File: config.mk
export PLATFORM = sky130hd
export DESIGN_NAME = delayed_task_dispatcher
export DESIGN_NICKNAME = d
export VERILOG_FILES = /design/src/rtl/core/dtd_pkg.sv /design/src/rtl/core/dtd_ram.sv /design/src/rtl/core/dtd_fifo.sv /design/src/rtl/core/dtd_delayed.sv /design/src/rtl/core/delayed_task_dispatcher.sv
export SDC_FILE = /design/constraint.sdc
export NUM_CORES = 2
export LEC_CHECK = 0
export CORE_AREA = 2 2 419 421
export CTS_CLUSTER_DIAMETER = 60
export DETAILED_ROUTE_END_ITERATION = 7
export DIE_AREA = 0 0 421 423
export DONT_BUFFER_PORTS = 1
export GPL_TIMING_DRIVEN = 0
export PLACE_DENSITY = 0.86
export REMOVE_ABC_BUFFERS = 1
export SYNTH_ARGS = -nofsm -noshare
export SYNTH_HDL_FRONTEND = slang
export SYNTH_SLANG_ARGS = --single-unit
File: constraint.sdc
create_clock -name clk -period 16.4 [get_ports clk]
set_clock_uncertainty 0.1 [all_clocks]
set_input_delay 3.28 -clock clk [delete_from_list [all_inputs] [get_ports clk]]
set_output_delay 3.28 -clock clk [all_outputs]
set_load 0.01 [all_outputs]
File: src/rtl/core/dtd_pkg.sv
`timescale 1ns / 1ps
`default_nettype none
// ----------------------------------------------------------------------------
// dtd_pkg: shared types and constants of the delayed task dispatcher
// Operation and status codes, entry layouts and the control and status
// bundles that pass between the dispatcher's sequencer and its two stores.
// ----------------------------------------------------------------------------
package dtd_pkg;

    localparam int HANDLE_W = 16;
    localparam int SEQ_W    = 32;
    localparam int TIME_W   = 48;
    localparam int DELAY_W  = 32;

    localparam int IMMEDIATE_DEPTH_DEF = 16;
    localparam int DELAYED_DEPTH_DEF   = 16;

    typedef enum logic [1:0] {
        OP_ADD_IMM = 2'd0,
        OP_ADD_DLY = 2'd1,
        OP_FETCH   = 2'd2,
        OP_STOP    = 2'd3
    } dtd_op_t;

    typedef enum logic [2:0] {
        ST_DISPATCHED = 3'd0,
        ST_TIMED      = 3'd1,
        ST_FOREVER    = 3'd2,
        ST_STOPPED    = 3'd3,
        ST_ACCEPTED   = 3'd4,
        ST_FULL       = 3'd5
    } dtd_status_t;

    // One entry of the immediate FIFO.
    typedef struct packed {
        logic [HANDLE_W-1:0] handle;
        logic [SEQ_W-1:0]    seq;
    } dtd_fifo_entry_t;

    // One entry of the delayed set.
    typedef struct packed {
        logic [TIME_W-1:0]   expiry;
        logic [HANDLE_W-1:0] handle;
        logic [SEQ_W-1:0]    seq;
    } dtd_dly_entry_t;

    typedef struct packed {
        logic push;
        logic pop;
        logic rd_head;
    } dtd_fifo_cmd_t;

    typedef struct packed {
        logic full;
        logic nonempty;
    } dtd_fifo_stat_t;

    typedef struct packed {
        logic start_free;
        logic start_scan;
        logic clear_best;
    } dtd_dly_cmd_t;

    typedef struct packed {
        logic done;
        logic free_ok;
        logic best_found;
    } dtd_dly_stat_t;

endpackage
`default_nettype wire

File: src/rtl/core/dtd_ram.sv
`timescale 1ns / 1ps
`default_nettype none
// ----------------------------------------------------------------------------
// dtd_ram: generic simple dual-port RAM
// One write port and one read port; the read data is registered.
// ----------------------------------------------------------------------------
module dtd_ram #(
    parameter int WIDTH = 8,
    parameter int DEPTH = 16
) (
    input  wire logic                     clk,
    input  wire logic                     wr_en,
    input  wire logic [$clog2(DEPTH)-1:0] wr_addr,
    input  wire logic [WIDTH-1:0]         wr_data,
    input  wire logic                     rd_en,
    input  wire logic [$clog2(DEPTH)-1:0] rd_addr,
    output logic      [WIDTH-1:0]         rd_data
);

    logic [WIDTH-1:0] mem [DEPTH];

    always_ff @(posedge clk)
    begin
        if (wr_en)
        begin
            mem[wr_addr] <= wr_data;
        end
        if (rd_en)
        begin
            rd_data <= mem[rd_addr];
        end
    end

endmodule
`default_nettype wire

File: src/rtl/core/dtd_fifo.sv
`timescale 1ns / 1ps
`default_nettype none
// ----------------------------------------------------------------------------
// dtd_fifo: immediate task FIFO
// Circular buffer in a RAM with head pointer and fill count.
// ----------------------------------------------------------------------------
module dtd_fifo #(
    parameter int DEPTH = dtd_pkg::IMMEDIATE_DEPTH_DEF
) (
    input  wire logic                     clk,
    input  wire logic                     rst_n,
    input  wire dtd_pkg::dtd_fifo_cmd_t   cmd,
    input  wire dtd_pkg::dtd_fifo_entry_t push_entry,
    output dtd_pkg::dtd_fifo_stat_t       stat,
    output dtd_pkg::dtd_fifo_entry_t      head_entry
);

    localparam int AW = $clog2(DEPTH);
    localparam int CW = $clog2(DEPTH + 1);

    logic [AW-1:0] head_reg;
    logic [AW-1:0] head_next;
    logic [CW-1:0] count_reg;
    logic [CW-1:0] count_next;
    logic [AW:0]   tail_sum;
    logic [AW-1:0] tail;
    logic [$bits(dtd_pkg::dtd_fifo_entry_t)-1:0] rd_data;

    assign tail_sum = (AW+1)'(head_reg) + (AW+1)'(count_reg);
    assign tail     = (tail_sum >= (AW+1)'(DEPTH)) ? AW'(tail_sum - (AW+1)'(DEPTH))
                                                   : AW'(tail_sum);

    assign stat.full     = (count_reg == CW'(DEPTH));
    assign stat.nonempty = (count_reg != '0);
    assign head_entry    = dtd_pkg::dtd_fifo_entry_t'(rd_data);

    always_comb
    begin
        head_next  = head_reg;
        count_next = count_reg;
        if (cmd.push)
        begin
            count_next = count_reg + CW'(1);
        end
        else if (cmd.pop)
        begin
            count_next = count_reg - CW'(1);
            head_next  = (head_reg == AW'(DEPTH - 1)) ? '0 : head_reg + AW'(1);
        end
    end

    always_ff @(posedge clk or negedge rst_n)
    begin
        if (!rst_n)
        begin
            head_reg  <= '0;
            count_reg <= '0;
        end
        else
        begin
            head_reg  <= head_next;
            count_reg <= count_next;
        end
    end

    dtd_ram #(
        .WIDTH ($bits(dtd_pkg::dtd_fifo_entry_t)),
        .DEPTH (DEPTH)
    ) u_ram (
        .clk     (clk),
        .wr_en   (cmd.push),
        .wr_addr (tail),
        .wr_data (push_entry),
        .rd_en   (cmd.rd_head),
        .rd_addr (head_reg),
        .rd_data (rd_data)
    );

endmodule
`default_nettype wire

File: src/rtl/core/dtd_delayed.sv
`timescale 1ns / 1ps
`default_nettype none
// ----------------------------------------------------------------------------
// dtd_delayed: delayed task set
// Entries live in a RAM with a valid bit per slot in flops. A free-slot
// search and a minimum scan each walk the slots one per cycle.
// ----------------------------------------------------------------------------
module dtd_delayed #(
    parameter int DEPTH = dtd_pkg::DELAYED_DEPTH_DEF
) (
    input  wire logic                    clk,
    input  wire logic                    rst_n,
    input  wire dtd_pkg::dtd_dly_cmd_t   cmd,
    input  wire dtd_pkg::dtd_dly_entry_t new_entry,
    output dtd_pkg::dtd_dly_stat_t       stat,
    output dtd_pkg::dtd_dly_entry_t      best_entry
);

    localparam int IW = $clog2(DEPTH);

    typedef enum logic [1:0] {
        P_IDLE,
        P_FREE,
        P_SCAN
    } phase_t;

    phase_t                  phase_reg;
    logic [IW-1:0]           idx_reg;
    logic [DEPTH-1:0]        valid_reg;
    logic                    done_reg;
    logic                    free_ok_reg;
    logic                    best_found_reg;
    logic [IW-1:0]           best_idx_reg;
    dtd_pkg::dtd_dly_entry_t best_reg;

    logic                    last;
    logic                    slot_free;
    logic                    wr_en;
    logic                    rd_en;
    logic [IW-1:0]           rd_addr;
    logic                    take;
    dtd_pkg::dtd_dly_entry_t rd_ent;
    logic [$bits(dtd_pkg::dtd_dly_entry_t)-1:0] rd_data;

    assign rd_ent    = dtd_pkg::dtd_dly_entry_t'(rd_data);
    assign last      = (idx_reg == IW'(DEPTH - 1));
    assign slot_free = !valid_reg[idx_reg];
    assign wr_en     = (phase_reg == P_FREE) && slot_free;
    assign rd_en     = cmd.start_scan || (phase_reg == P_SCAN && !last);
    assign rd_addr   = cmd.start_scan ? '0 : idx_reg + IW'(1);

    // Strictly smaller wins, so among equal keys the lowest slot stays.
    assign take = valid_reg[idx_reg] &&
                  (!best_found_reg ||
                   rd_ent.expiry < best_reg.expiry ||
                   (rd_ent.expiry == best_reg.expiry && rd_ent.seq < best_reg.seq));

    assign stat.done       = done_reg;
    assign stat.free_ok    = free_ok_reg;
    assign stat.best_found = best_found_reg;
    assign best_entry      = best_reg;

    always_ff @(posedge clk or negedge rst_n)
    begin
        if (!rst_n)
        begin
            phase_reg      <= P_IDLE;
            idx_reg        <= '0;
            valid_reg      <= '0;
            done_reg       <= 1'b0;
            free_ok_reg    <= 1'b0;
            best_found_reg <= 1'b0;
            best_idx_reg   <= '0;
            best_reg       <= '0;
        end
        else
        begin
            // Done pulses once, in the cycle after a search or scan ends.
            done_reg <= ((phase_reg == P_FREE) && (slot_free || last)) ||
                        ((phase_reg == P_SCAN) && last);
            unique case (phase_reg)
                P_IDLE:
                begin
                    if (cmd.start_free)
                    begin
                        idx_reg   <= '0;
                        phase_reg <= P_FREE;
                    end
                    else if (cmd.start_scan)
                    begin
                        idx_reg        <= '0;
                        best_found_reg <= 1'b0;
                        phase_reg      <= P_SCAN;
                    end
                    else if (cmd.clear_best)
                    begin
                        valid_reg[best_idx_reg] <= 1'b0;
                    end
                end
                P_FREE:
                begin
                    if (slot_free)
                    begin
                        valid_reg[idx_reg] <= 1'b1;
                        free_ok_reg        <= 1'b1;
                        phase_reg          <= P_IDLE;
                    end
                    else if (last)
                    begin
                        free_ok_reg <= 1'b0;
                        phase_reg   <= P_IDLE;
                    end
                    else
                    begin
                        idx_reg <= idx_reg + IW'(1);
                    end
                end
                P_SCAN:
                begin
                    if (take)
                    begin
                        best_found_reg <= 1'b1;
                        best_idx_reg   <= idx_reg;
                        best_reg       <= rd_ent;
                    end
                    if (last)
                    begin
                        phase_reg <= P_IDLE;
                    end
                    else
                    begin
                        idx_reg <= idx_reg + IW'(1);
                    end
                end
                default:
                begin
                    phase_reg <= P_IDLE;
                end
            endcase
        end
    end

    dtd_ram #(
        .WIDTH ($bits(dtd_pkg::dtd_dly_entry_t)),
        .DEPTH (DEPTH)
    ) u_ram (
        .clk     (clk),
        .wr_en   (wr_en),
        .wr_addr (idx_reg),
        .wr_data (new_entry),
        .rd_en   (rd_en),
        .rd_addr (rd_addr),
        .rd_data (rd_data)
    );

endmodule
`default_nettype wire

File: src/rtl/core/delayed_task_dispatcher.sv
`timescale 1ns / 1ps
`default_nettype none
// ----------------------------------------------------------------------------
// delayed_task_dispatcher: two-store task dispatcher
// Immediate tasks queue in a FIFO, delayed tasks in a set keyed by expiry
// and sequence number. A fetch dispatches the FIFO head or the earliest due
// delayed task, whichever is older, or reports how long to sleep.
// ----------------------------------------------------------------------------
//
//  Channel  Handshake            Fields
//  -------  -------------------  ---------------------------------------------
//  input    in_valid / in_stall  operation, task_handle, delay_ms, now_ms
//  output   out_valid/out_stall  status, out_handle, sleep_ms
//
// One word is worked on at a time. Add immediate, stop and a fetch after
// stop go from the execute state straight to the finish state. A fetch
// waits in the wait state for the minimum scan, which reads one slot of
// the delayed-set RAM per cycle; add delayed waits there while its free-slot
// search walks the valid bits.
// Reset is asynchronous and active low; it empties both stores at once, since
// the delayed set keeps a valid bit per slot and the FIFO a fill count.
// A new word is accepted while the previous result still waits in the
// output register; only loading the next result waits for a stall to clear.
//
module delayed_task_dispatcher #(
    parameter int IMMEDIATE_DEPTH = dtd_pkg::IMMEDIATE_DEPTH_DEF,
    parameter int DELAYED_DEPTH   = dtd_pkg::DELAYED_DEPTH_DEF
) (
    input  wire logic                         clk,
    input  wire logic                         rst_n,

    input  wire logic                         in_valid,
    output logic                              in_stall,
    input  wire logic [1:0]                   operation,
    input  wire logic [dtd_pkg::HANDLE_W-1:0] task_handle,
    input  wire logic [dtd_pkg::DELAY_W-1:0]  delay_ms,
    input  wire logic [dtd_pkg::TIME_W-1:0]   now_ms,

    output logic                              out_valid,
    input  wire logic                         out_stall,
    output logic [2:0]                        status,
    output logic [dtd_pkg::HANDLE_W-1:0]      out_handle,
    output logic [dtd_pkg::TIME_W-1:0]        sleep_ms
);

    localparam int TW = dtd_pkg::TIME_W;
    localparam int SW = dtd_pkg::SEQ_W;

    typedef enum logic [1:0] {
        S_IDLE,
        S_EXEC,
        S_WAIT,
        S_FINISH
    } state_t;

    state_t                       state_reg;

    // Word being worked on.
    dtd_pkg::dtd_op_t             op_reg;
    logic [dtd_pkg::HANDLE_W-1:0] handle_reg;
    logic [dtd_pkg::DELAY_W-1:0]  delay_reg;
    logic [TW-1:0]                now_reg;

    logic [SW-1:0]                seq_reg;
    logic                         stopped_reg;

    // Result waiting to be loaded into the output register.
    dtd_pkg::dtd_status_t         res_status_reg;
    logic [dtd_pkg::HANDLE_W-1:0] res_handle_reg;
    logic [TW-1:0]                res_sleep_reg;

    logic                         out_valid_reg;
    dtd_pkg::dtd_status_t         out_status_reg;
    logic [dtd_pkg::HANDLE_W-1:0] out_handle_reg;
    logic [TW-1:0]                out_sleep_reg;

    dtd_pkg::dtd_fifo_cmd_t       fifo_cmd;
    dtd_pkg::dtd_fifo_stat_t      fifo_stat;
    dtd_pkg::dtd_fifo_entry_t     fifo_push;
    dtd_pkg::dtd_fifo_entry_t     fifo_head;
    dtd_pkg::dtd_dly_cmd_t        dly_cmd;
    dtd_pkg::dtd_dly_stat_t       dly_stat;
    dtd_pkg::dtd_dly_entry_t      dly_new;
    dtd_pkg::dtd_dly_entry_t      dly_best;

    logic                         in_accept;
    logic                         out_free;
    logic [TW:0]                  expiry_sum;
    logic                         expired;
    logic                         head_first;
    logic                         pick_dly;
    logic                         fetch_done;
    logic                         add_dly_done;

    assign in_stall   = (state_reg != S_IDLE);
    assign in_accept  = in_valid && !in_stall;
    assign out_free   = !out_valid_reg || !out_stall;

    assign out_valid  = out_valid_reg;
    assign status     = out_status_reg;
    assign out_handle = out_handle_reg;
    assign sleep_ms   = out_sleep_reg;

    // Expiry saturates at the largest timestamp.
    assign expiry_sum = (TW+1)'(now_reg) + (TW+1)'(delay_reg);

    assign fifo_push.handle = handle_reg;
    assign fifo_push.seq    = seq_reg;
    assign dly_new.expiry   = expiry_sum[TW] ? {TW{1'b1}} : expiry_sum[TW-1:0];
    assign dly_new.handle   = handle_reg;
    assign dly_new.seq      = seq_reg;

    // Fetch decision, taken in the cycle that the scan reports done. The
    // FIFO head goes first when no delayed task is due, or when it is older
    // than the earliest due delayed task.
    assign expired      = dly_stat.best_found && (now_reg >= dly_best.expiry);
    assign head_first   = fifo_stat.nonempty && (!expired || fifo_head.seq < dly_best.seq);
    assign pick_dly     = expired && !head_first;
    assign fetch_done   = (state_reg == S_WAIT) && dly_stat.done && (op_reg == dtd_pkg::OP_FETCH);
    assign add_dly_done = (state_reg == S_WAIT) && dly_stat.done &&
                          (op_reg == dtd_pkg::OP_ADD_DLY);

    always_comb
    begin
        fifo_cmd.push    = (state_reg == S_EXEC) && (op_reg == dtd_pkg::OP_ADD_IMM) &&
                           !fifo_stat.full;
        fifo_cmd.pop     = fetch_done && head_first;
        fifo_cmd.rd_head = (state_reg == S_EXEC) && (op_reg == dtd_pkg::OP_FETCH) &&
                           !stopped_reg;

        dly_cmd.start_free = (state_reg == S_EXEC) && (op_reg == dtd_pkg::OP_ADD_DLY);
        dly_cmd.start_scan = fifo_cmd.rd_head;
        dly_cmd.clear_best = fetch_done && pick_dly;
    end

    always_ff @(posedge clk or negedge rst_n)
    begin
        if (!rst_n)
        begin
            state_reg      <= S_IDLE;
            op_reg         <= dtd_pkg::OP_ADD_IMM;
            handle_reg     <= '0;
            delay_reg      <= '0;
            now_reg        <= '0;
            seq_reg        <= '0;
            stopped_reg    <= 1'b0;
            res_status_reg <= dtd_pkg::ST_ACCEPTED;
            res_handle_reg <= '0;
            res_sleep_reg  <= '0;
            out_valid_reg  <= 1'b0;
            out_status_reg <= dtd_pkg::ST_ACCEPTED;
            out_handle_reg <= '0;
            out_sleep_reg  <= '0;
        end
        else
        begin
            // In the finish state a draining word is replaced by the new one.
            if (out_valid_reg && !out_stall && (state_reg != S_FINISH))
            begin
                out_valid_reg <= 1'b0;
            end

            unique case (state_reg)
                S_IDLE:
                begin
                    if (in_accept)
                    begin
                        op_reg     <= dtd_pkg::dtd_op_t'(operation);
                        handle_reg <= task_handle;
                        delay_reg  <= delay_ms;
                        now_reg    <= now_ms;
                        state_reg  <= S_EXEC;
                    end
                end
                S_EXEC:
                begin
                    res_handle_reg <= '0;
                    res_sleep_reg  <= '0;
                    unique case (op_reg)
                        dtd_pkg::OP_ADD_IMM:
                        begin
                            if (fifo_stat.full)
                            begin
                                res_status_reg <= dtd_pkg::ST_FULL;
                            end
                            else
                            begin
                                seq_reg        <= seq_reg + SW'(1);
                                res_status_reg <= dtd_pkg::ST_ACCEPTED;
                            end
                            state_reg <= S_FINISH;
                        end
                        dtd_pkg::OP_ADD_DLY:
                        begin
                            state_reg <= S_WAIT;
                        end
                        dtd_pkg::OP_STOP:
                        begin
                            stopped_reg    <= 1'b1;
                            res_status_reg <= dtd_pkg::ST_STOPPED;
                            state_reg      <= S_FINISH;
                        end
                        dtd_pkg::OP_FETCH:
                        begin
                            if (stopped_reg)
                            begin
                                res_status_reg <= dtd_pkg::ST_STOPPED;
                                state_reg      <= S_FINISH;
                            end
                            else
                            begin
                                state_reg <= S_WAIT;
                            end
                        end
                        default:
                        begin
                            state_reg <= S_FINISH;
                        end
                    endcase
                end
                S_WAIT:
                begin
                    if (add_dly_done)
                    begin
                        if (dly_stat.free_ok)
                        begin
                            seq_reg        <= seq_reg + SW'(1);
                            res_status_reg <= dtd_pkg::ST_ACCEPTED;
                        end
                        else
                        begin
                            res_status_reg <= dtd_pkg::ST_FULL;
                        end
                        state_reg <= S_FINISH;
                    end
                    else if (fetch_done)
                    begin
                        if (head_first)
                        begin
                            res_status_reg <= dtd_pkg::ST_DISPATCHED;
                            res_handle_reg <= fifo_head.handle;
                        end
                        else if (pick_dly)
                        begin
                            res_status_reg <= dtd_pkg::ST_DISPATCHED;
                            res_handle_reg <= dly_best.handle;
                        end
                        else if (dly_stat.best_found)
                        begin
                            res_status_reg <= dtd_pkg::ST_TIMED;
                            res_sleep_reg  <= dly_best.expiry - now_reg;
                        end
                        else
                        begin
                            res_status_reg <= dtd_pkg::ST_FOREVER;
                        end
                        state_reg <= S_FINISH;
                    end
                end
                S_FINISH:
                begin
                    // Load only when the output register is empty or drains now.
                    if (out_free)
                    begin
                        out_valid_reg  <= 1'b1;
                        out_status_reg <= res_status_reg;
                        out_handle_reg <= res_handle_reg;
                        out_sleep_reg  <= res_sleep_reg;
                        state_reg      <= S_IDLE;
                    end
                end
                default:
                begin
                    state_reg <= S_IDLE;
                end
            endcase
        end
    end

    dtd_fifo #(
        .DEPTH (IMMEDIATE_DEPTH)
    ) u_fifo (
        .clk        (clk),
        .rst_n      (rst_n),
        .cmd        (fifo_cmd),
        .push_entry (fifo_push),
        .stat       (fifo_stat),
        .head_entry (fifo_head)
    );

    dtd_delayed #(
        .DEPTH (DELAYED_DEPTH)
    ) u_delayed (
        .clk        (clk),
        .rst_n      (rst_n),
        .cmd        (dly_cmd),
        .new_entry  (dly_new),
        .stat       (dly_stat),
        .best_entry (dly_best)
    );

endmodule
`default_nettype wire

* Word-level counts from Yosys, hierarchy flattened
Memory sizes are Yosys's and may differ from the RTL's. A register that Yosys moved wholly into a read port is not among the register bits. Index checks and enable logic that the tools add are counted.
Word-level totals: input bits 102, memories 2, memory bits (writable) 2304, register bits 402
Cells by class: add/subtract/negate cells 9, reduce and logical (&&, ||, !) cells 66, equal/unequal tests 37, muxes and demuxes 73, order comparisons 9, bitwise operators 4
Memories:
- u_delayed.u_ram.mem | depth 16, bits a word 96, rd ports 1, clocked after Yosys merged registers in 1, write ports 1, RTL line dtd_ram.sv:20 | logic [WIDTH-1:0] mem [DEPTH];
- u_fifo.u_ram.mem | depth 16, bits a word 48, rd ports 1, clocked after Yosys merged registers in 1, write ports 1, RTL line dtd_ram.sv:20
Operators by type and width (count):
- 48-bit 2-to-1 mux | 6
- 16-bit 2-to-1 mux | 8
- 32-bit 2-to-1 mux | 4
- 48-bit one-hot mux with 2 select lines | 1
- 32-bit < comparator | 2
- 16-bit one-hot mux with 2 select lines | 2
- 32-bit one-hot mux with 2 select lines | 1
- 48-bit by 32-bit adder with 49-bit output | 1
- 48-bit equality test | 1
- 48-bit >= comparator | 1
- 48-bit < comparator | 1
- 48-bit subtractor | 1
- 32-bit by 1-bit adder with 32-bit output (second input constant) | 1
- 4-bit 2-to-1 mux | 7
- 2-bit inequality test (second input constant) | 14
- 1-bit logical AND | 24
- 2-bit 2-to-1 mux | 11
- 1-bit 2-to-1 mux | 18
- 16-bit bitwise AND | 1
- 16-bit inverter | 1
- 16-bit bitwise OR | 1
- 2-bit by 1-bit inequality test with 1-bit output (second input constant) | 6
- 3-bit inequality test (second input constant) | 4
- 2-bit one-hot mux with 3 select lines | 2
- other kinds (35) | 79

* Logic depth before layout (Yosys ltp)
depth in word-level cells 12, mapped depth 17

* Cells and area by module
From an unflattened synthesis, not the netlist that was laid out.
Unflattened totals: cell total of the unflattened synthesis 6080, area, all modules 115583.4 um^2
Modules (own cells, without submodules):
- dtd_ram (u_delayed.u_ram) | instances 1, area an instance 60316.6 um^2, cells an instance 2460
- dtd_ram (u_fifo.u_ram) | instances 1, area an instance 30171.4 um^2, cells an instance 1242
- delayed_task_dispatcher | instances 1, area an instance 16719.8 um^2, cells an instance 1678
- dtd_delayed | instances 1, area an instance 7711.1 um^2, cells an instance 634
- dtd_fifo | instances 1, area an instance 664.4 um^2, cells an instance 66

* Worst setup path before layout
OpenSTA, ideal clock, no wires.
kind register to register, start register u_delayed.idx_reg[0], end memory u_delayed.u_ram.mem[15][0] (netlist name), enable pin, buffers on the path 2, arrival time 6.138 ns, setup time 0.553 ns, cell stages (with the launch flop) 7, required time 15.747 ns, path slack 9.609 ns, cell sequence dfrtp_1 > buf_1 > mux4_2 > mux4_2 > nand2b_1 > clkbuf_1 > nor2_1
Between the ends: cells in the longest elaborated chain, start to end 6
RTL lines:
- start, declared | RTL line dtd_delayed.sv:28 | logic [IW-1:0] idx_reg;
- start signal, assigned | RTL line dtd_delayed.sv:115 | idx_reg <= idx_reg + IW'(1);
- start signal, assigned | RTL line dtd_delayed.sv:132 | idx_reg <= idx_reg + IW'(1);
- 1-bit binary-select mux with 4-bit select | RTL line dtd_delayed.sv:47 | assign slot_free = !valid_reg[idx_reg];
- 1-bit 2-to-1 mux (implied by the code) | RTL line dtd_delayed.sv:47
- 1-bit logical NOT | RTL line dtd_delayed.sv:47
- 1-bit logical AND | RTL line dtd_delayed.sv:48 | assign wr_en = (phase_reg == P_FREE) && slot_free;
- 1-bit 2-to-1 mux | RTL line dtd_ram.sv:24 | if (wr_en)
- 1-bit 2-to-1 mux (implied by the code) | RTL line dtd_ram.sv:26 | mem[wr_addr] <= wr_data;
- end, declared | RTL line dtd_ram.sv:20
Parallel ways exist; a longest one is shown, timed or not. The select of a mux whose other input is x is not followed.

* Worst setup path in the final report
start register state_reg[1], end register u_delayed.u_ram.rd_data[92], read port of u_delayed.u_ram.mem, data pin
Between the ends: cells in the longest elaborated chain, start to end 4
RTL lines:
- start, declared | RTL line delayed_task_dispatcher.sv:56 | state_t state_reg;
- start signal, assigned | RTL line delayed_task_dispatcher.sv:140 | state_reg <= S_IDLE;
- start signal, assigned | RTL line delayed_task_dispatcher.sv:172 | state_reg <= S_EXEC;
- start signal, assigned | RTL line delayed_task_dispatcher.sv:191 | state_reg <= S_FINISH;
- 2-bit by 1-bit equality test with 1-bit output (*) | RTL line delayed_task_dispatcher.sv:128 | fifo_cmd.rd_head = (state_reg == S_EXEC) && (op_reg == dtd_pkg::OP_FETCH) &&
- 1-bit logical AND (*) (2 in series) | RTL line delayed_task_dispatcher.sv:128
- named net u_fifo.u_ram.rd_en | RTL line dtd_ram.sv:15 | input wire logic rd_en,
- 4-bit 2-to-1 mux / 1-bit logical OR (equally long branches) | RTL line dtd_delayed.sv:50, dtd_delayed.sv:49
- end, declared | RTL line dtd_ram.sv:17 | output logic [WIDTH-1:0] rd_data
Mark *: on every way through the listed nets, which the timed path passes. The rest lies on a longest branch. A chain may end at the register's enable or synchronous reset.

==> reports/metrics.cfg <==
[outcome]
outcome=finished, final reports clean

[detailed_routing]
firstDrtPassIters=8
ant_nets=0
drc=0
route.vias.total=76200
detail_route.iter0.violations=12600
wl_um=343000
vias_per_cell=7.51
wl_per_cell_um=33.8

[yosys]
yosysWarnings=0
synthSimpleGateAreaFrac_pct=6.86
synthAdderAreaFrac_pct=2.37
yosysTopAreaCell=edfxtp_1
synth-edff-count=2448
synthXorXnorAreaFrac_pct=0.821
synthCells=7637
yosysSeqAreaShare_pct=71.2
syn_area_um2=117000
synth_top_area_share_pct=62.7
synth_cell_types=79
synth_flop_cell=edfxtp_1
async_reset_ff_share_pct=14.1
syn_avg_cell_area_um2=15.4
ys_ff_latch=2850
synth_top_family_by_area=compound AO/OA/AOI/OAI gates
netlist_top_cells_area=edfxtp_1, dfrtp_1, mux4_2, nand2_1, a211oi_1
synth_mux_area_share_pct=7.61
synth_compound_area_share_pct=9.05

[timing]
rsz0062_at_grt=no
worst_pin_slew_ns=1.48
hold_viol_final=0
worst_slack_ns=10.49
drv_slew=0
fmax_mhz=169
setup_viol=0
min_period_ns=5.91
post-route-period-util_pct=36.0
slew_headroom_pct=1.00

[clock_network]
cts_tree=done
clock-sinks=2850
clk_pin_slew_ns=0.06
htreeDepth=5
cts-resized-gates=0
cts_setup_buffers=0
cts_buffers=283
insertion_delay_ns=0.96
cts-root-buf=clkbuf_16
clockBufferDepth=4
hold_buffers=0

[cells_and_area]
layout_commonest_cell=edfxtp_1
final_layout_size_suffix_gt1_share_pct=14.4
multi_input_area_um2=31600
nets=7943
layout_common_cells=edfxtp_1, nand2_1, a211oi_1
syn2layout_area_growth_pct=11.8
finalCoreUtilization_pct=75.7
finalInstanceArea_um2=131000
largestRegisters=u_delayed.u_ram.mem (1536), u_fifo.u_ram.mem (768)
stdcell_count=10200
seq_area_um2=83600
top_register=u_delayed.u_ram.mem
fillers=8383
largest_reg_flops=1536

[die]
fp.dieW_um=421
row_count=153
core_region_area_um2=173000
die_h_um=423
start_util_pct=67.7
io_pins=171
die_area_um2=178000

[min_path]
holdCritPathClass=reg -> reg
holdPathStages=2

[worst_setup_path]
worstSetupEndpointType=flop
cpMostUsedCell=buf_12
worstPathArrival_ns=6.54
path_class=reg -> reg
rr_worst_depth=17
endpoint=u_delayed.u_ram.rd_data[92]$_DFFE_PP_
start_kind=flop
rrSetupSlack_ns=10.49
cp_slowest_cell=nor2_4
r2r_start=state_reg[1]$_DFFE_PN0P_
cp_max_fo=36
critPathMaxStageDelay_ns=0.75
required_ns=17.04
reg2reg_to=u_delayed.u_ram.rd_data[92]$_DFFE_PP_
path_delay_family=buffers and inverters
crit_buf_inv=9
crit_cells=17
crit_start=state_reg[1]$_DFFE_PN0P_
cp_cell_sequence=inv_1 > ha_1 > nor2b_1 > nand2_1 > inv_4 > nor2_4 > buf_16 > buf_12 > buf_12 > buf_12 > buf_12 > buf_12 > buf_12 > nand2_1 > a311oi_1 > a21oi_1 > a21oi_1

[global_routing]
grt_pass1_wl_um=496000
grt_max_degree=403
grt_pass1_vias=76200
grt_antenna_before_repair=11
grt_overflow=0
grt_usage_pct=38.0

[placed_design]
port_buffers=0
place_area_um2=122000
dpl_worst_slack_ns=10.93
hpwl_um=173000
routabilityCongestion=0.945
dp_cells=9660

[run]
cap_viol_max_count=0

[pwr]
leakagePower_nw=46.2
power_density_nw_per_um2=184
p_total_mw=24.1
ir_drop_uv=171

==> how the worst min path moves through the flow <==
stage	from	to	slack, ns
6_report	res_sleep_reg[3]$_DFFE_PN0P_	res_sleep_reg[3]$_DFFE_PN0P_	0.37
5_1_grt	res_sleep_reg[1]$_DFFE_PN0P_	res_sleep_reg[1]$_DFFE_PN0P_	0.41
4_1_cts	res_sleep_reg[3]$_DFFE_PN0P_	res_sleep_reg[3]$_DFFE_PN0P_	0.37
3_5_place_dp	res_sleep_reg[4]$_DFFE_PN0P_	res_sleep_reg[4]$_DFFE_PN0P_	0.35
3_3_place_gp	res_sleep_reg[1]$_DFFE_PN0P_	res_sleep_reg[1]$_DFFE_PN0P_	0.35
2_1_floorplan	res_sleep_reg[1]$_DFFE_PN0P_	res_sleep_reg[1]$_DFFE_PN0P_	0.33
==> metal layers <==
layer	wire [µm]	up-vias	track usage, %
li1	-	29500	-
met1	107000	36900	46.9
met2	162000	7756	60.2
met3	49000	1969	10.3
met4	25800	22	23.7
met5	149	-	0
==> cell type report <==
cell class / count / area share [%]
well taps: 2325 / 2.22
flip-flops and latches: 2850 / 63.7
inverters: 179 / 0.514
clock buffers: 402 / 6.17
clock inverters: 86 / 0.567
multi-input cells: 4149 / 24.1
repair buffers: 158 / 2.68
diodes: 3 / 0.00572
==> cells by family after synthesis <==
kind of cell	after synthesis
compound gates	1543
xor+xnor	110
fa+ha+maj	220
buf+inv	638
flops	2850
mux	552
simple gates	1724
==> per-stage QoR <==
step | TNS, ns | hold WS, ns
6_report | 0 | 0.372
5_1_grt | 0 | 0.408
4_1_cts | 0 | 0.374
3_5_place_dp | 0 | 0.353
3_3_place_gp | - | 0.353
2_1_floorplan | -5365.75 | 0.333
==> worst register-to-register path, cell delays in order, from the launching register on <==
cell      delay [ns]
dfrtp_1         0.42
inv_1           0.14
ha_1            0.52
nor2b_1         0.34
nand2_1         0.54
inv_4           0.34
nor2_4          0.77
buf_16          0.28
buf_12          0.25
buf_12          0.26
buf_12          0.25
buf_12          0.25
buf_12          0.25
buf_12          0.27
nand2_1         0.11
a311oi_1        0.32
a21oi_1         0.09
a21oi_1         0.22
==> power by group <==
part	internal [mW]	switching, mW	leakage, nW	total, mW
registers	9.75	0.742	28.3	10.5
logic	2.43	4.82	13.5	7.25
clock network	3.61	2.77	4.34	6.38
total	15.8	8.33	46.2	24.1
==> cell usage after synthesis, drive strengths merged (178+ instances only) <==
master / n
nand2: 984
inv: 178
a31oi: 219
a211oi: 493
edfxtp: 2448
nor2b: 403
a21oi: 330
mux2: 269
dfrtp: 400
ha: 216
a311oi: 196
mux4: 245
clkbuf: 405
Power figures use the tool's default switching activity.
